--- src/hdl/tlfc_pkg.sv ---
// Shared constants, window-size helper functions and the status struct for the trend line fit.
`default_nettype none

package tlfc_pkg;

   // Default number of samples in one fit window.
   localparam int TLFC_WINDOW_POINTS = 16;

   // Fixed field widths.
   localparam int SAMPLE_W  = 16;
   localparam int GLUCOSE_W = 16;
   localparam int CLIMB_W   = 8;
   localparam int CLASS_W   = 3;

   // Quotient widths of the two constant dividers. The slope magnitude is
   // at most 128 inside the unsaturated range.
   localparam int ICPT_Q_W  = 16;
   localparam int SLOPE_Q_W = 8;

   // Trend class codes.
   localparam logic [CLASS_W-1:0] TREND_RISING       = 3'd0;
   localparam logic [CLASS_W-1:0] TREND_RISING_SLOW  = 3'd1;
   localparam logic [CLASS_W-1:0] TREND_CONSTANT     = 3'd2;
   localparam logic [CLASS_W-1:0] TREND_FALLING_SLOW = 3'd3;
   localparam logic [CLASS_W-1:0] TREND_FALLING      = 3'd4;
   localparam logic [CLASS_W-1:0] TREND_UNKNOWN      = 3'd5;

   // Range and threshold flags of one fit, carried beside the dividers.
   typedef struct packed {
      logic icpt_neg;
      logic icpt_hi;
      logic slope_neg;
      logic slope_hi;
      logic slope_lo;
      logic gt_p1280;
      logic lt_p5120;
      logic gt_p256;
      logic gt_m256;
      logic gt_m1280;
      logic le_m1281;
      logic gt_m5120;
   } tlfc_flags_type;

   function automatic int tlfc_maxi(int a, int b);
      return (a > b) ? a : b;
   endfunction

   // Magnitude of the sum of x positions: x runs from -(n-1) to 0.
   function automatic int tlfc_sum_x_mag(int n);
      return n * (n - 1) / 2;
   endfunction

   function automatic int tlfc_sum_x2(int n);
      return (n - 1) * n * (2 * n - 1) / 6;
   endfunction

   function automatic longint tlfc_divisor(int n);
      longint h;
      h = longint'(tlfc_sum_x_mag(n));
      return longint'(n) * longint'(tlfc_sum_x2(n)) - h * h;
   endfunction

   // Width of the sum of samples.
   function automatic int tlfc_sy_width(int n);
      return SAMPLE_W + $clog2(n);
   endfunction

   // Width of the sum of |x| times sample.
   function automatic int tlfc_w_width(int n);
      return SAMPLE_W + $clog2(tlfc_sum_x_mag(n) + 1);
   endfunction

endpackage

`default_nettype wire

--- src/hdl/tlfc_accum.sv ---
// Window accumulator: sample count, sum of samples and sum of |x| times sample.
`default_nettype none

module tlfc_accum
   import tlfc_pkg::*;
#(
   parameter int WINDOW_POINTS = TLFC_WINDOW_POINTS
) (
   input  wire logic                                   clock,
   input  wire logic                                   reset,
   input  wire logic                                   en,
   input  wire logic                                   in_valid,
   input  wire logic [SAMPLE_W-1:0]                    in_sample,
   output logic                                        win_valid,
   output logic [tlfc_sy_width(WINDOW_POINTS)-1:0]     win_sy,
   output logic [tlfc_w_width(WINDOW_POINTS)-1:0]      win_w
);

   localparam int YW    = tlfc_sy_width(WINDOW_POINTS);
   localparam int WGW   = tlfc_w_width(WINDOW_POINTS);
   localparam int CNT_W = $clog2(WINDOW_POINTS);

   logic [CNT_W-1:0] count_ff, count_in;
   logic [YW-1:0]    sy_ff, sy_in;
   logic [WGW-1:0]   w_ff, w_in;
   logic             win_valid_ff, win_valid_in;
   logic [YW-1:0]    win_sy_ff, win_sy_in;
   logic [WGW-1:0]   win_w_ff, win_w_in;

   logic             take;
   logic             last;
   logic [YW-1:0]    sy_sum;
   logic [WGW-1:0]   w_sum;

   // The weighted sum is the running sum of prefix sums: each step adds the
   // sum of all earlier samples, which weights sample k by (N-1-k).
   always_comb begin
      take   = in_valid & en;
      last   = (count_ff == CNT_W'(WINDOW_POINTS - 1));
      sy_sum = sy_ff + YW'(in_sample);
      w_sum  = w_ff + WGW'(sy_ff);

      count_in     = count_ff;
      sy_in        = sy_ff;
      w_in         = w_ff;
      win_valid_in = take & last;
      win_sy_in    = sy_sum;
      win_w_in     = w_sum;
      if (take) begin
         if (last) begin
            count_in = '0;
            sy_in    = '0;
            w_in     = '0;
         end else begin
            count_in = count_ff + CNT_W'(1);
            sy_in    = sy_sum;
            w_in     = w_sum;
         end
      end
   end

   always_ff @(posedge clock) begin
      if (reset) begin
         count_ff     <= '0;
         sy_ff        <= '0;
         w_ff         <= '0;
         win_valid_ff <= 1'b0;
      end else if (en) begin
         count_ff     <= count_in;
         sy_ff        <= sy_in;
         w_ff         <= w_in;
         win_valid_ff <= win_valid_in;
      end
   end

   always_ff @(posedge clock) begin
      if (en) begin
         win_sy_ff <= win_sy_in;
         win_w_ff  <= win_w_in;
      end
   end

   assign win_valid = win_valid_ff;
   assign win_sy    = win_sy_ff;
   assign win_w     = win_w_ff;

endmodule

`default_nettype wire

--- src/hdl/tlfc_numer.sv ---
// Fit numerators, range flags, threshold flags and dividend magnitudes.
`default_nettype none

module tlfc_numer
   import tlfc_pkg::*;
#(
   parameter int WINDOW_POINTS = TLFC_WINDOW_POINTS
) (
   input  wire logic                                   clock,
   input  wire logic                                   reset,
   input  wire logic                                   en,
   input  wire logic                                   in_valid,
   input  wire logic [tlfc_sy_width(WINDOW_POINTS)-1:0] in_sy,
   input  wire logic [tlfc_w_width(WINDOW_POINTS)-1:0]  in_w,
   output logic                                        out_valid,
   output tlfc_flags_type                              out_flags,
   output logic [SLOPE_Q_W+$clog2(tlfc_divisor(WINDOW_POINTS)+1)-1:0] out_smag,
   output logic [ICPT_Q_W+$clog2(tlfc_divisor(WINDOW_POINTS)+1)-1:0]  out_imag
);

   localparam int     YW    = tlfc_sy_width(WINDOW_POINTS);
   localparam int     WGW   = tlfc_w_width(WINDOW_POINTS);
   localparam int     H     = tlfc_sum_x_mag(WINDOW_POINTS);
   localparam int     SX2   = tlfc_sum_x2(WINDOW_POINTS);
   localparam longint DIV_L = tlfc_divisor(WINDOW_POINTS);
   localparam int     DW    = $clog2(DIV_L + 1);
   localparam int     SA_W  = SLOPE_Q_W + DW;
   localparam int     IA_W  = ICPT_Q_W + DW;
   localparam int     PW    = $clog2(H + 1) + YW;
   localparam int     QW    = $clog2(WINDOW_POINTS + 1) + WGW;
   localparam int     IW    = $clog2(SX2 + 1) + YW;
   localparam int     JW    = $clog2(H + 1) + WGW;
   localparam int     SNW   = tlfc_maxi(tlfc_maxi(PW, QW), SA_W) + 1;
   localparam int     INW   = tlfc_maxi(tlfc_maxi(IW, JW), IA_W) + 1;
   localparam int     SQW   = SNW + 8;

   localparam logic signed [SNW-1:0] S_128D   = SNW'(64'sd128 * DIV_L);
   localparam logic signed [SNW-1:0] S_129D   = SNW'(64'sd129 * DIV_L);
   localparam logic signed [INW-1:0] I_65536D = INW'(64'sd65536 * DIV_L);
   localparam logic signed [SQW-1:0] K_P1281  = SQW'(64'sd1281 * DIV_L);
   localparam logic signed [SQW-1:0] K_P5120  = SQW'(64'sd5120 * DIV_L);
   localparam logic signed [SQW-1:0] K_P257   = SQW'(64'sd257 * DIV_L);
   localparam logic signed [SQW-1:0] K_M256   = SQW'(-64'sd256 * DIV_L);
   localparam logic signed [SQW-1:0] K_M1280  = SQW'(-64'sd1280 * DIV_L);
   localparam logic signed [SQW-1:0] K_M1281  = SQW'(-64'sd1281 * DIV_L);
   localparam logic signed [SQW-1:0] K_M5120  = SQW'(-64'sd5120 * DIV_L);

   // First stage: four products with constants.
   logic          v1_ff, v1_in;
   logic [PW-1:0] p_ff, p_in;
   logic [QW-1:0] q_ff, q_in;
   logic [IW-1:0] i_ff, i_in;
   logic [JW-1:0] j_ff, j_in;

   // Second stage: flags and magnitudes.
   logic            v2_ff, v2_in;
   tlfc_flags_type  flags_ff, flags_in;
   logic [SA_W-1:0] smag_ff, smag_in;
   logic [IA_W-1:0] imag_ff, imag_in;

   logic signed [SNW-1:0] s_pos;
   logic signed [SNW-1:0] s_rev;
   logic signed [SQW-1:0] s_q8;
   logic signed [INW-1:0] i_diff;

   // slope numerator = H*Sy - N*W, intercept numerator = SX2*Sy - H*W,
   // where W is the negated sum of x times sample.
   always_comb begin
      v1_in = in_valid;
      p_in  = PW'(in_sy) * PW'(H);
      q_in  = QW'(in_w) * QW'(WINDOW_POINTS);
      i_in  = IW'(in_sy) * IW'(SX2);
      j_in  = JW'(in_w) * JW'(H);
   end

   // Thresholds on the Q8 slope are compared as 256*n against multiples of
   // the divisor, which gives truncation toward zero without dividing.
   always_comb begin
      s_pos  = $signed(SNW'(p_ff)) - $signed(SNW'(q_ff));
      s_rev  = $signed(SNW'(q_ff)) - $signed(SNW'(p_ff));
      s_q8   = $signed({s_pos, 8'b0});
      i_diff = $signed(INW'(i_ff)) - $signed(INW'(j_ff));

      v2_in              = v1_ff;
      flags_in.icpt_neg  = i_diff[INW-1];
      flags_in.icpt_hi   = (i_diff >= I_65536D);
      flags_in.slope_neg = s_pos[SNW-1];
      flags_in.slope_hi  = (s_pos >= S_128D);
      flags_in.slope_lo  = (s_rev >= S_129D);
      flags_in.gt_p1280  = (s_q8 >= K_P1281);
      flags_in.lt_p5120  = (s_q8 < K_P5120);
      flags_in.gt_p256   = (s_q8 >= K_P257);
      flags_in.gt_m256   = (s_q8 > K_M256);
      flags_in.gt_m1280  = (s_q8 > K_M1280);
      flags_in.le_m1281  = (s_q8 <= K_M1281);
      flags_in.gt_m5120  = (s_q8 > K_M5120);
      smag_in = s_pos[SNW-1] ? s_rev[SA_W-1:0] : s_pos[SA_W-1:0];
      imag_in = i_diff[IA_W-1:0];
   end

   always_ff @(posedge clock) begin
      if (reset) begin
         v1_ff <= 1'b0;
         v2_ff <= 1'b0;
      end else if (en) begin
         v1_ff <= v1_in;
         v2_ff <= v2_in;
      end
   end

   always_ff @(posedge clock) begin
      if (en) begin
         p_ff     <= p_in;
         q_ff     <= q_in;
         i_ff     <= i_in;
         j_ff     <= j_in;
         flags_ff <= flags_in;
         smag_ff  <= smag_in;
         imag_ff  <= imag_in;
      end
   end

   assign out_valid = v2_ff;
   assign out_flags = flags_ff;
   assign out_smag  = smag_ff;
   assign out_imag  = imag_ff;

endmodule

`default_nettype wire

--- src/hdl/tlfc_cdiv.sv ---
// Three-stage divider by a constant: reciprocal multiply, back multiply, one-step correction.
`default_nettype none

module tlfc_cdiv
   import tlfc_pkg::*;
#(
   parameter int     Q_W     = ICPT_Q_W,
   parameter longint DIVISOR = tlfc_divisor(TLFC_WINDOW_POINTS)
) (
   input  wire logic                                  clock,
   input  wire logic                                  en,
   input  wire logic [Q_W+$clog2(DIVISOR+1)-1:0]      a_in,
   output logic [Q_W-1:0]                             q_out
);

   localparam int     DW    = $clog2(DIVISOR + 1);
   localparam int     A_W   = Q_W + DW;
   localparam int     SH    = A_W;
   localparam int     M_W   = SH - $clog2(DIVISOR) + 1;
   localparam int     PRW   = A_W + M_W;
   localparam longint RECIP = (64'sd1 << SH) / DIVISOR;

   localparam logic [PRW-1:0] RECIP_X = PRW'(RECIP);
   localparam logic [A_W-1:0] DIV_X   = A_W'(DIVISOR);

   logic [PRW-1:0] prod_ff, prod_in;
   logic [A_W-1:0] a1_ff, a1_in;
   logic [Q_W-1:0] q0_ff, q0_in;
   logic [A_W-1:0] qd_ff, qd_in;
   logic [A_W-1:0] a2_ff, a2_in;
   logic [Q_W-1:0] q_ff, q_in;
   logic [A_W-1:0] rem;

   // The estimate from the truncated reciprocal is the true quotient or one
   // below it, since the dividend stays under 2**SH.
   always_comb begin
      prod_in = {{M_W{1'b0}}, a_in} * RECIP_X;
      a1_in   = a_in;
      q0_in   = prod_ff[SH +: Q_W];
      qd_in   = {{DW{1'b0}}, q0_in} * DIV_X;
      a2_in   = a1_ff;
      rem     = a2_ff - qd_ff;
      q_in    = q0_ff + Q_W'(rem >= DIV_X);
   end

   always_ff @(posedge clock) begin
      if (en) begin
         prod_ff <= prod_in;
         a1_ff   <= a1_in;
         q0_ff   <= q0_in;
         qd_ff   <= qd_in;
         a2_ff   <= a2_in;
         q_ff    <= q_in;
      end
   end

   assign q_out = q_ff;

endmodule

`default_nettype wire

--- src/hdl/trend_line_fit_classifier_top.sv ---
// Top level of the trend line fit classifier: accumulator, fit pipeline and result register.
// Fit path of a window, from the transaction that carries its last sample: accumulator
//    register, two numerator stages, three divider stages, result register.
// Throughput: one sample transaction per cycle; one result per WINDOW_POINTS samples. The
//    whole pipeline moves only while the result register is empty or being taken.
// Reset (synchronous, active high) clears the sample count, both sums and all valid bits.
`default_nettype none

module trend_line_fit_classifier_top
   import tlfc_pkg::*;
#(
   parameter int WINDOW_POINTS = TLFC_WINDOW_POINTS
) (
   input  wire logic                        clock,
   input  wire logic                        reset,
   input  wire logic                        req_valid,
   output logic                             req_ready,
   input  wire logic [SAMPLE_W-1:0]         req_sample,
   output logic                             rsp_valid,
   input  wire logic                        rsp_ready,
   output logic [GLUCOSE_W-1:0]             rsp_glucose_now,
   output logic signed [CLIMB_W-1:0]        rsp_climb_rate,
   output logic [CLASS_W-1:0]               rsp_trend_class
);

   localparam longint DIV_L = tlfc_divisor(WINDOW_POINTS);
   localparam int     DW    = $clog2(DIV_L + 1);
   localparam int     YW    = tlfc_sy_width(WINDOW_POINTS);
   localparam int     WGW   = tlfc_w_width(WINDOW_POINTS);
   localparam int     SA_W  = SLOPE_Q_W + DW;
   localparam int     IA_W  = ICPT_Q_W + DW;
   localparam int     DIV_STAGES = 3;

   // Every stage advances together. A held result stalls the whole pipeline,
   // which is the only back pressure the block has.
   logic advance;

   logic            win_valid;
   logic [YW-1:0]   win_sy;
   logic [WGW-1:0]  win_w;

   logic            num_valid;
   tlfc_flags_type  num_flags;
   logic [SA_W-1:0] num_smag;
   logic [IA_W-1:0] num_imag;

   logic [ICPT_Q_W-1:0]  icpt_q;
   logic [SLOPE_Q_W-1:0] slope_q;

   // Valid bits and flags ride beside the two dividers.
   logic [DIV_STAGES-1:0] dv_ff, dv_in;
   tlfc_flags_type        fl_ff [DIV_STAGES];
   tlfc_flags_type        fl_in [DIV_STAGES];

   logic                        rsp_valid_ff, rsp_valid_in;
   logic [GLUCOSE_W-1:0]        glucose_ff, glucose_in;
   logic signed [CLIMB_W-1:0]   climb_ff, climb_in;
   logic [CLASS_W-1:0]          class_ff, class_in;

   tlfc_flags_type fin;

   assign advance = !rsp_valid_ff || rsp_ready;

   tlfc_accum #(
      .WINDOW_POINTS (WINDOW_POINTS)
   ) u_accum (
      .clock     (clock),
      .reset     (reset),
      .en        (advance),
      .in_valid  (req_valid),
      .in_sample (req_sample),
      .win_valid (win_valid),
      .win_sy    (win_sy),
      .win_w     (win_w)
   );

   tlfc_numer #(
      .WINDOW_POINTS (WINDOW_POINTS)
   ) u_numer (
      .clock     (clock),
      .reset     (reset),
      .en        (advance),
      .in_valid  (win_valid),
      .in_sy     (win_sy),
      .in_w      (win_w),
      .out_valid (num_valid),
      .out_flags (num_flags),
      .out_smag  (num_smag),
      .out_imag  (num_imag)
   );

   // Intercept quotient. Dividends out of range are replaced by the clamp
   // later, so their quotient does not matter.
   tlfc_cdiv #(
      .Q_W     (ICPT_Q_W),
      .DIVISOR (DIV_L)
   ) u_div_icpt (
      .clock (clock),
      .en    (advance),
      .a_in  (num_imag),
      .q_out (icpt_q)
   );

   // Slope magnitude quotient, valid while the slope is not saturated.
   tlfc_cdiv #(
      .Q_W     (SLOPE_Q_W),
      .DIVISOR (DIV_L)
   ) u_div_slope (
      .clock (clock),
      .en    (advance),
      .a_in  (num_smag),
      .q_out (slope_q)
   );

   always_comb begin
      dv_in    = {dv_ff[DIV_STAGES-2:0], num_valid};
      fl_in[0] = num_flags;
      for (int s = 1; s < DIV_STAGES; s++) begin
         fl_in[s] = fl_ff[s-1];
      end
   end

   // Result formatting: clamp the intercept, saturate and sign the slope, and
   // pick the trend class with the same precedence as the threshold list. The
   // gaps at exactly minus five and at twenty or more fall through as intended.
   always_comb begin
      fin          = fl_ff[DIV_STAGES-1];
      rsp_valid_in = dv_ff[DIV_STAGES-1];

      priority if (fin.icpt_hi) begin
         glucose_in = '1;
      end else if (fin.icpt_neg) begin
         glucose_in = '0;
      end else begin
         glucose_in = icpt_q;
      end

      priority if (fin.slope_hi) begin
         climb_in = 8'sd127;
      end else if (fin.slope_lo) begin
         climb_in = -8'sd128;
      end else if (fin.slope_neg) begin
         climb_in = $signed(CLIMB_W'(8'd0 - slope_q));
      end else begin
         climb_in = $signed(CLIMB_W'(slope_q));
      end

      priority if (fin.gt_p1280 && fin.lt_p5120) begin
         class_in = TREND_RISING;
      end else if (fin.gt_p256) begin
         class_in = TREND_RISING_SLOW;
      end else if (fin.gt_m256) begin
         class_in = TREND_CONSTANT;
      end else if (fin.gt_m1280) begin
         class_in = TREND_FALLING_SLOW;
      end else if (fin.le_m1281 && fin.gt_m5120) begin
         class_in = TREND_FALLING;
      end else begin
         class_in = TREND_UNKNOWN;
      end
   end

   always_ff @(posedge clock) begin
      if (reset) begin
         dv_ff        <= '0;
         rsp_valid_ff <= 1'b0;
      end else if (advance) begin
         dv_ff        <= dv_in;
         rsp_valid_ff <= rsp_valid_in;
      end
   end

   always_ff @(posedge clock) begin
      if (advance) begin
         for (int s = 0; s < DIV_STAGES; s++) begin
            fl_ff[s] <= fl_in[s];
         end
         glucose_ff <= glucose_in;
         climb_ff   <= climb_in;
         class_ff   <= class_in;
      end
   end

   assign req_ready       = advance;
   assign rsp_valid       = rsp_valid_ff;
   assign rsp_glucose_now = glucose_ff;
   assign rsp_climb_rate  = climb_ff;
   assign rsp_trend_class = class_ff;

   // A held result must stall sample intake.
   assert property (@(posedge clock) disable iff (reset)
      (rsp_valid && !rsp_ready) |-> !req_ready)
      else $error("sample transaction taken while a result is held");

   // A new result comes only from a fit that left the divider stages.
   assert property (@(posedge clock) disable iff (reset)
      $rose(rsp_valid) |-> $past(dv_ff[DIV_STAGES-1]))
      else $error("result appeared without a fit in flight");

   // Rising means a slope of five up to nineteen.
   assert property (@(posedge clock) disable iff (reset)
      (rsp_valid && rsp_trend_class == TREND_RISING) |->
      (rsp_climb_rate >= 8'sd5 && rsp_climb_rate <= 8'sd19))
      else $error("rising class disagrees with slope");

   // Falling means a slope of minus nineteen down to minus five.
   assert property (@(posedge clock) disable iff (reset)
      (rsp_valid && rsp_trend_class == TREND_FALLING) |->
      (rsp_climb_rate >= -8'sd19 && rsp_climb_rate <= -8'sd5))
      else $error("falling class disagrees with slope");

   // Constant means the truncated slope is zero or one.
   assert property (@(posedge clock) disable iff (reset)
      (rsp_valid && rsp_trend_class == TREND_CONSTANT) |->
      (rsp_climb_rate == 8'sd0 || rsp_climb_rate == 8'sd1))
      else $error("constant class disagrees with slope");

endmodule

`default_nettype wire

--- config.mk ---
export PLATFORM = sky130hd
export DESIGN_NAME = trend_line_fit_classifier_top
export DESIGN_NICKNAME = d
export VERILOG_FILES = /design/src/hdl/tlfc_pkg.sv /design/src/hdl/tlfc_accum.sv /design/src/hdl/tlfc_numer.sv /design/src/hdl/tlfc_cdiv.sv /design/src/hdl/trend_line_fit_classifier_top.sv
export SDC_FILE = /design/constraint.sdc
export NUM_CORES = 2
export LEC_CHECK = 0
export BUFFER_PORTS_ARGS = -buffer_cell sky130_fd_sc_hd__buf_2
export CAP_MARGIN = 20
export CELL_PAD_IN_SITES_DETAIL_PLACEMENT = 0
export CELL_PAD_IN_SITES_GLOBAL_PLACEMENT = 1
export CORE_MARGIN = 2
export CORE_UTILIZATION = 50
export DETAILED_ROUTE_END_ITERATION = 12
export PLACE_DENSITY_LB_ADDON = 0.1
export SYNTH_ARGS = -nofsm -noshare
export SYNTH_HDL_FRONTEND = slang
export SYNTH_SLANG_ARGS = --single-unit
--- constraint.sdc ---
create_clock -name clock -period 37.6 [get_ports clock]
set_input_delay 1.88 -clock clock [delete_from_list [all_inputs] [get_ports clock]]
set_output_delay 1.88 -clock clock [all_outputs]
set_load 0.005 [all_outputs]
# Word level (Yosys, flattened, before mapping)
# Memory sizes are Yosys's and may differ from the RTL's.
# Index checks and enable logic that the tools add are counted.
# W data, S select, Z words.
[op_classes]
magnitude_cmp = 12
bitwise_logic = 2
muxes = 13
multipliers = 7
addsub = 11
n_reduce_logical = 7
n_eq_ne = 1
[op_table]
columns = ["cell", "n"]
rows = [
  ["$ge A29 B21 Y1 const B", 2],
  ["$sub A27 B27 Y28", 2],
  ["$mul A29 B17 Y45 const B", 1],
  ["$ge A37 B22 Y1 const B", 1],
  ["$ge A37 B24 Y1 const B", 1],
  ["$gt A37 B22 Y1 const B", 1],
  ["$gt A37 B24 Y1 const B", 1],
  ["$gt A37 B26 Y1 const B", 1],
  ["$le A37 B24 Y1 const B", 1],
  ["$lt A37 B26 Y1 const B", 1],
  ["$ge A32 B30 Y1 const B", 1],
  ["$sub A31 B30 Y32", 1],
  ["$ge A29 B13 Y1 const B", 1],
  ["$mul A21 B9 Y29 const B", 1],
  ["$sub A29 B29 Y29", 1],
  ["$mul A20 B8 Y28 const B", 1],
  ["$mul A23 B4 Y27 const B", 1],
  ["$mul A20 B4 Y24 const B", 1],
  ["$add A23 B20 Y23", 1],
  ["$mul A16 B7 Y23 const B", 1],
  ["$mux W23", 1],
  ["$ge A21 B13 Y1 const B", 1],
  ["$mux W21", 1],
  ["$sub A21 B21 Y21", 1],
  ["other kinds (20)", 27],
]
[word_totals]
memories = 1
ramBits = 36
register_bits = 548
output_inout_bits = 29
elab_cells = 99
[mem_list]
columns = ["memory", "words", "width", "read_ports", "rd_ports_with_merged_regs", "wr", "line", "source"]
rows = [
  ["fl_ff", 3, 12, 3, 0, 3, "trend_line_fit_classifier_top.sv:52", "tlfc_flags_type fl_ff [DIV_STAGES];"],
]

# Longest topological paths before layout
# An unclocked memory read counts as a cell.
[depth]
depth_word = 6
ltp_mapped = 23
depth_no_buf = 22

# Cells and area by module
# A second synthesis with hierarchy kept.
[unflattened]
cells_unflattened = 3784
area_unflattened_um2 = 40832.9
[modules_own_cells]
columns = ["module", "instances", "cells_each", "seq_area_each_um2", "area_each_um2"]
rows = [
  ["tlfc_numer", 1, 1630, 4694.5, 16505.8],
  ["tlfc_cdiv at u_div_icpt", 1, 1046, 3453.3, 11374.7],
  ["tlfc_cdiv at u_div_slope", 1, 491, 2011.9, 5606.6],
  ["tlfc_accum", 1, 473, 2252.2, 4872.2],
  ["trend_line_fit_classifier_top", 1, 144, 1971.9, 2473.6],
]

# Worst setup path before layout
# Ideal clock, no wire load.
[synth_timing]
path_type = "input to register"
startpoint = "input rsp_ready"
endpoint = "register u_accum.sy_ff[10]"
t_arrival_ns = 14.546
cell_stages = 8
path_slack_ns = 22.926
required_time_ns = 37.472
cell_sequence = "nor2b_1 clkbuf_1 clkinv_1 nand2_1 nor2_1 clkbuf_1 a22oi_1 nor2_1"
[synth_via]
elab_chain_cells = 3
[synth_lines]
columns = ["element", "line", "source"]
rows = [
  ["start, declared", "trend_line_fit_classifier_top.sv:20", "input wire logic rsp_ready,"],
  ["$logic_or A1 B1 Y1 *", "trend_line_fit_classifier_top.sv:62", "assign advance = !rsp_valid_ff || rsp_ready;"],
  ["net req_ready", "trend_line_fit_classifier_top.sv:17", "output logic req_ready,"],
  ["$and A1 B1 Y1", "tlfc_accum.sv:38", "take = in_valid & en;"],
  ["$reduce_and A2 Y1 (no source line) *", "-", ""],
  ["end signal, assigned", "tlfc_accum.sv:70", "sy_ff <= sy_in;"],
  ["end, declared", "tlfc_accum.sv:24", "logic [YW-1:0] sy_ff, sy_in;"],
]
# The timed path passes the listed nets; every way through them passes the cells marked *.
# A chain may end at the register's enable or synchronous reset.

# Final worst setup path
[layout_timing]
startpoint = "register u_numer.imag_ff[8], in the netlist u_numer.out_imag[8]"
endpoint = "register u_div_icpt.prod_ff[43], data pin"
[layout_via]
elab_chain_cells = 1
[layout_lines]
columns = ["element", "line", "source"]
rows = [
  ["start, declared", "tlfc_numer.sv:59", "logic [IA_W-1:0] imag_ff, imag_in;"],
  ["start signal, assigned", "tlfc_numer.sv:119", "imag_ff <= imag_in;"],
  ["$mul A29 B17 Y45", "tlfc_cdiv.sv:37", "prod_in = {{M_W{1'b0}}, a_in} * RECIP_X;"],
  ["net u_div_icpt.prod_in[43]", "tlfc_cdiv.sv:26", "logic [PRW-1:0] prod_ff, prod_in;"],
  ["end signal, assigned", "tlfc_cdiv.sv:48", "prod_ff <= prod_in;"],
  ["end, declared", "tlfc_cdiv.sv:26", ""],
]
# The timed path passes the listed nets, and every way through them passes these cells.

==> flow_summary.json <==
{
  "grt_pass1_vias": 25270,
  "fp.dieH_um": 281.0,
  "yosysWarnings": 0,
  "synth_fp_nets": 4312,
  "setup_viol": 0,
  "antenna_found_initial": 0,
  "die_w_um": 281.0,
  "diodes": 0,
  "drcViolationCount": 0,
  "cts-resized-gates": 0,
  "gr-usage-all-layers_pct": 20.62,
  "worstPathArrival_ns": 6.69,
  "tightestPinTransition_ns": 1.156,
  "fin_crit_sh_pct": 16.82,
  "cp.required_ns": 37.97,
  "synth_edf_count": 443,
  "yosys_most_used_dff": "edfxtp_1",
  "hold_viol_final": 0,
  "crit_fanout": 3,
  "maxCapViolCount": 0,
  "hold_buffers": 0,
  "finClkSkew_ns": 0.01808,
  "cts.sinks": 497,
  "synth_largest_area_cell": "edfxtp_1",
  "syn_to_final_growth_pct": 8.669,
  "synthArstFlopShare_pct": 0,
  "synth_area_mm2": 0.03836,
  "grt_max_degree": 188,
  "grt-ovfl-total": 0,
  "clk_pin_slew_ns": 0.07,
  "rows": 101,
  "status": "finished clean",
  "place.gp.congestion": 0.8756,
  "syn_area_per_cell_um2": 11.04,
  "ios": 49,
  "criticalPathCategory": "register to register",
  "synth_top_area_share_pct": 34.68,
  "finish.net_count": 4381,
  "yosys.cell_count.top_type": "ha_1",
  "synth_cells": 3476,
  "hold_class": "register to register",
  "fin_crit_ns": 6.323,
  "die_area_mm2": 0.07896,
  "grt_pass1_wl_um": 130400,
  "wl_um": 79320,
  "fillerInstances": 6605,
  "initial_core_util_pct": 50.51,
  "cts_made_buffers": 57,
  "post_drt_wl_per_cell_um": 17.15,
  "max_freq_ghz": 0.1582,
  "ys_types": 86,
  "ys_seq_area_share_pct": 37.49,
  "coreArea_mm2": 0.07595,
  "final_antenna_net_count": 0,
  "viasPerCell": 5.347,
  "cts_tree": "built",
  "maxSlewViolCount": 0,
  "h-tree-depth": 2,
  "fin_setup_tns_ns": 0,
  "drive_gt1_share_pct": 4.953,
  "finish.instance_area_mm2": 0.04169,
  "synth_area_leaders": "edfxtp_1, ha_1, fa_1",
  "dr.pass1.iters": 5,
  "drt_iter0_drc": 1143,
  "rsz0062_at_grt": "false",
  "cts_root_buf": "clkbuf_16",
  "endpoint_kind": "register",
  "clk_latency_ns": 0.62,
  "crit_path_start_kind": "register",
  "place.detailed.hpwl_um": 62740,
  "port-buffer-count": 48,
  "vias": 24730,
  "ys_ff_latch": 497,
  "ys_top_cells_by_count": "ha_1, inv_1, edfxtp_1, nor2_1, fa_1",
  "cts_setup_buffers": 0,
  "clk_path_buf_depth": 3,
  "place_area_mm2": 0.03977,
  "slew_headroom_pct": 22.96
}
registers in the layout, indices dropped and copies added (netlist names), 11 cells and up:
name / cells
u_div_icpt.a2_ff: 23
u_div_slope.qd_ff: 13
u_numer.out_imag: 26
u_div_icpt.prod_ff: 20
u_div_icpt.q_out: 16
u_div_icpt.q0_ff: 16
u_numer.j_ff: 26
u_accum.sy_ff: 20
u_div_slope.prod_ff: 12
u_accum.w_ff: 23
u_div_slope.a1_ff: 11
rsp_glucose_now: 16
fl_ff: 36
u_div_icpt.a1_ff: 19
u_div_icpt.qd_ff: 21
u_accum.win_sy: 20
u_numer.out_smag: 18
u_numer.i_ff: 26
u_numer.q_ff: 23
u_numer.p_ff: 24
u_div_slope.a2_ff: 15
u_numer.out_flags: 12
u_accum.win_w: 23
critical path, cell delays in order, from the launching register on:
cell and delay (ns):
edfxtp_1 0.42, ha_1 0.36, ha_1 0.30, inv_1 0.05, fa_1 0.49, inv_1 0.05, fa_1 0.52, fa_1 0.42
ha_1 0.31, ha_1 0.31, a211oi_1 0.29, nand3_1 0.14, o41ai_1 0.48, o31ai_1 0.21, a31oi_1 0.30, nor3_1 0.10
a2111oi_1 0.71, nor2b_1 0.14, o21a_1 0.22, o21ai_1 0.15, a21oi_1 0.09
per-stage QoR:
stage	setup slack (ns)	instances	hold WS, ns	utilization, %
after floorplan	22.93	3476	0.4003	-
after global placement	31.36	4515	0.4014	52.36
after detailed placement	31.27	4515	0.4045	52.36
after CTS	31.21	4623	0.4125	54.86
after global routing	30.76	4624	0.4217	54.89
final	31.28	4624	0.4132	54.89
final timing paths:
path,start,cells past startpoint,to,slack (ns)
min,fl_ff[0][10],0,fl_ff[0][22],0.41
max,u_numer.out_imag[8],20,u_div_icpt.prod_ff[43],31.28
max reg2reg,u_numer.out_imag[8],20,u_div_icpt.prod_ff[43],31.28
min reg2reg,fl_ff[0][10],0,fl_ff[0][22],0.41
layout by cell type, fill, tap and decap left out, types with 18 or more instances in the layout:
| cell type | netlist | routed |
|---|---|---|
| xnor2_1 | 163 | 163 |
| nand3_1 | 48 | 48 |
| inv_1 | 506 | 506 |
| a22oi_1 | 35 | 35 |
| nand2_1 | 142 | 142 |
| ha_1 | 589 | 589 |
| o31ai_1 | 19 | 19 |
| dfxtp_1 | 54 | 54 |
| o21a_1 | 50 | 50 |
| o21ai_1 | 26 | 26 |
| a31oi_1 | 19 | 19 |
| o21bai_1 | 23 | 23 |
| buf_2 | 5 | 48 |
| or3_1 | 18 | 18 |
| xor2_1 | 75 | 75 |
| nor2b_1 | 41 | 41 |
| a21oi_1 | 187 | 187 |
| edfxtp_1 | 443 | 443 |
| and3_1 | 24 | 24 |
| nor3_1 | 50 | 50 |
| fa_1 | 227 | 227 |
| clkbuf_16 | 0 | 58 |
| a21o_1 | 82 | 82 |
| nor2_1 | 230 | 229 |
| nand2b_1 | 42 | 42 |
| o21ai_0 | 102 | 102 |
final cells by class:
class	count	area (µm²)	share of cell area, %
Sequential cell	497	14380	34.50
Tap cell	1030	1289	3.091
Inverter	509	1918	4.601
Timing Repair Buffer	56	325.3	0.7803
Clock buffer	69	1493	3.581
Clock inverter	39	407.9	0.9784
Multi-Input combinational cell	2424	21870	52.47
per-layer routing:
metal,up-vias,global-route usage (%),routed length [µm]
li1,12340,-,-
met1,11930,26.90,35850
met2,337,36.20,39210
met3,120,2.261,2203
met4,0,5.882,2064
met5,-,0,0
cell families after synthesis:
family | count (synthesis) | share of synthesized area, %
adder cells (fa/ha/maj) | 816 | 31.06
AO/OA/AOI/OAI | 685 | 11.74
AND/OR/NAND/NOR | 666 | 8.265
buffers and inverters | 555 | 5.499
flip-flops | 497 | 37.49
XOR/XNOR | 238 | 5.434
multiplexers | 19 | 0.5120
Power is not shown: default switching activity piles up to over one toggle a cycle in this logic, so the estimate is an artifact.
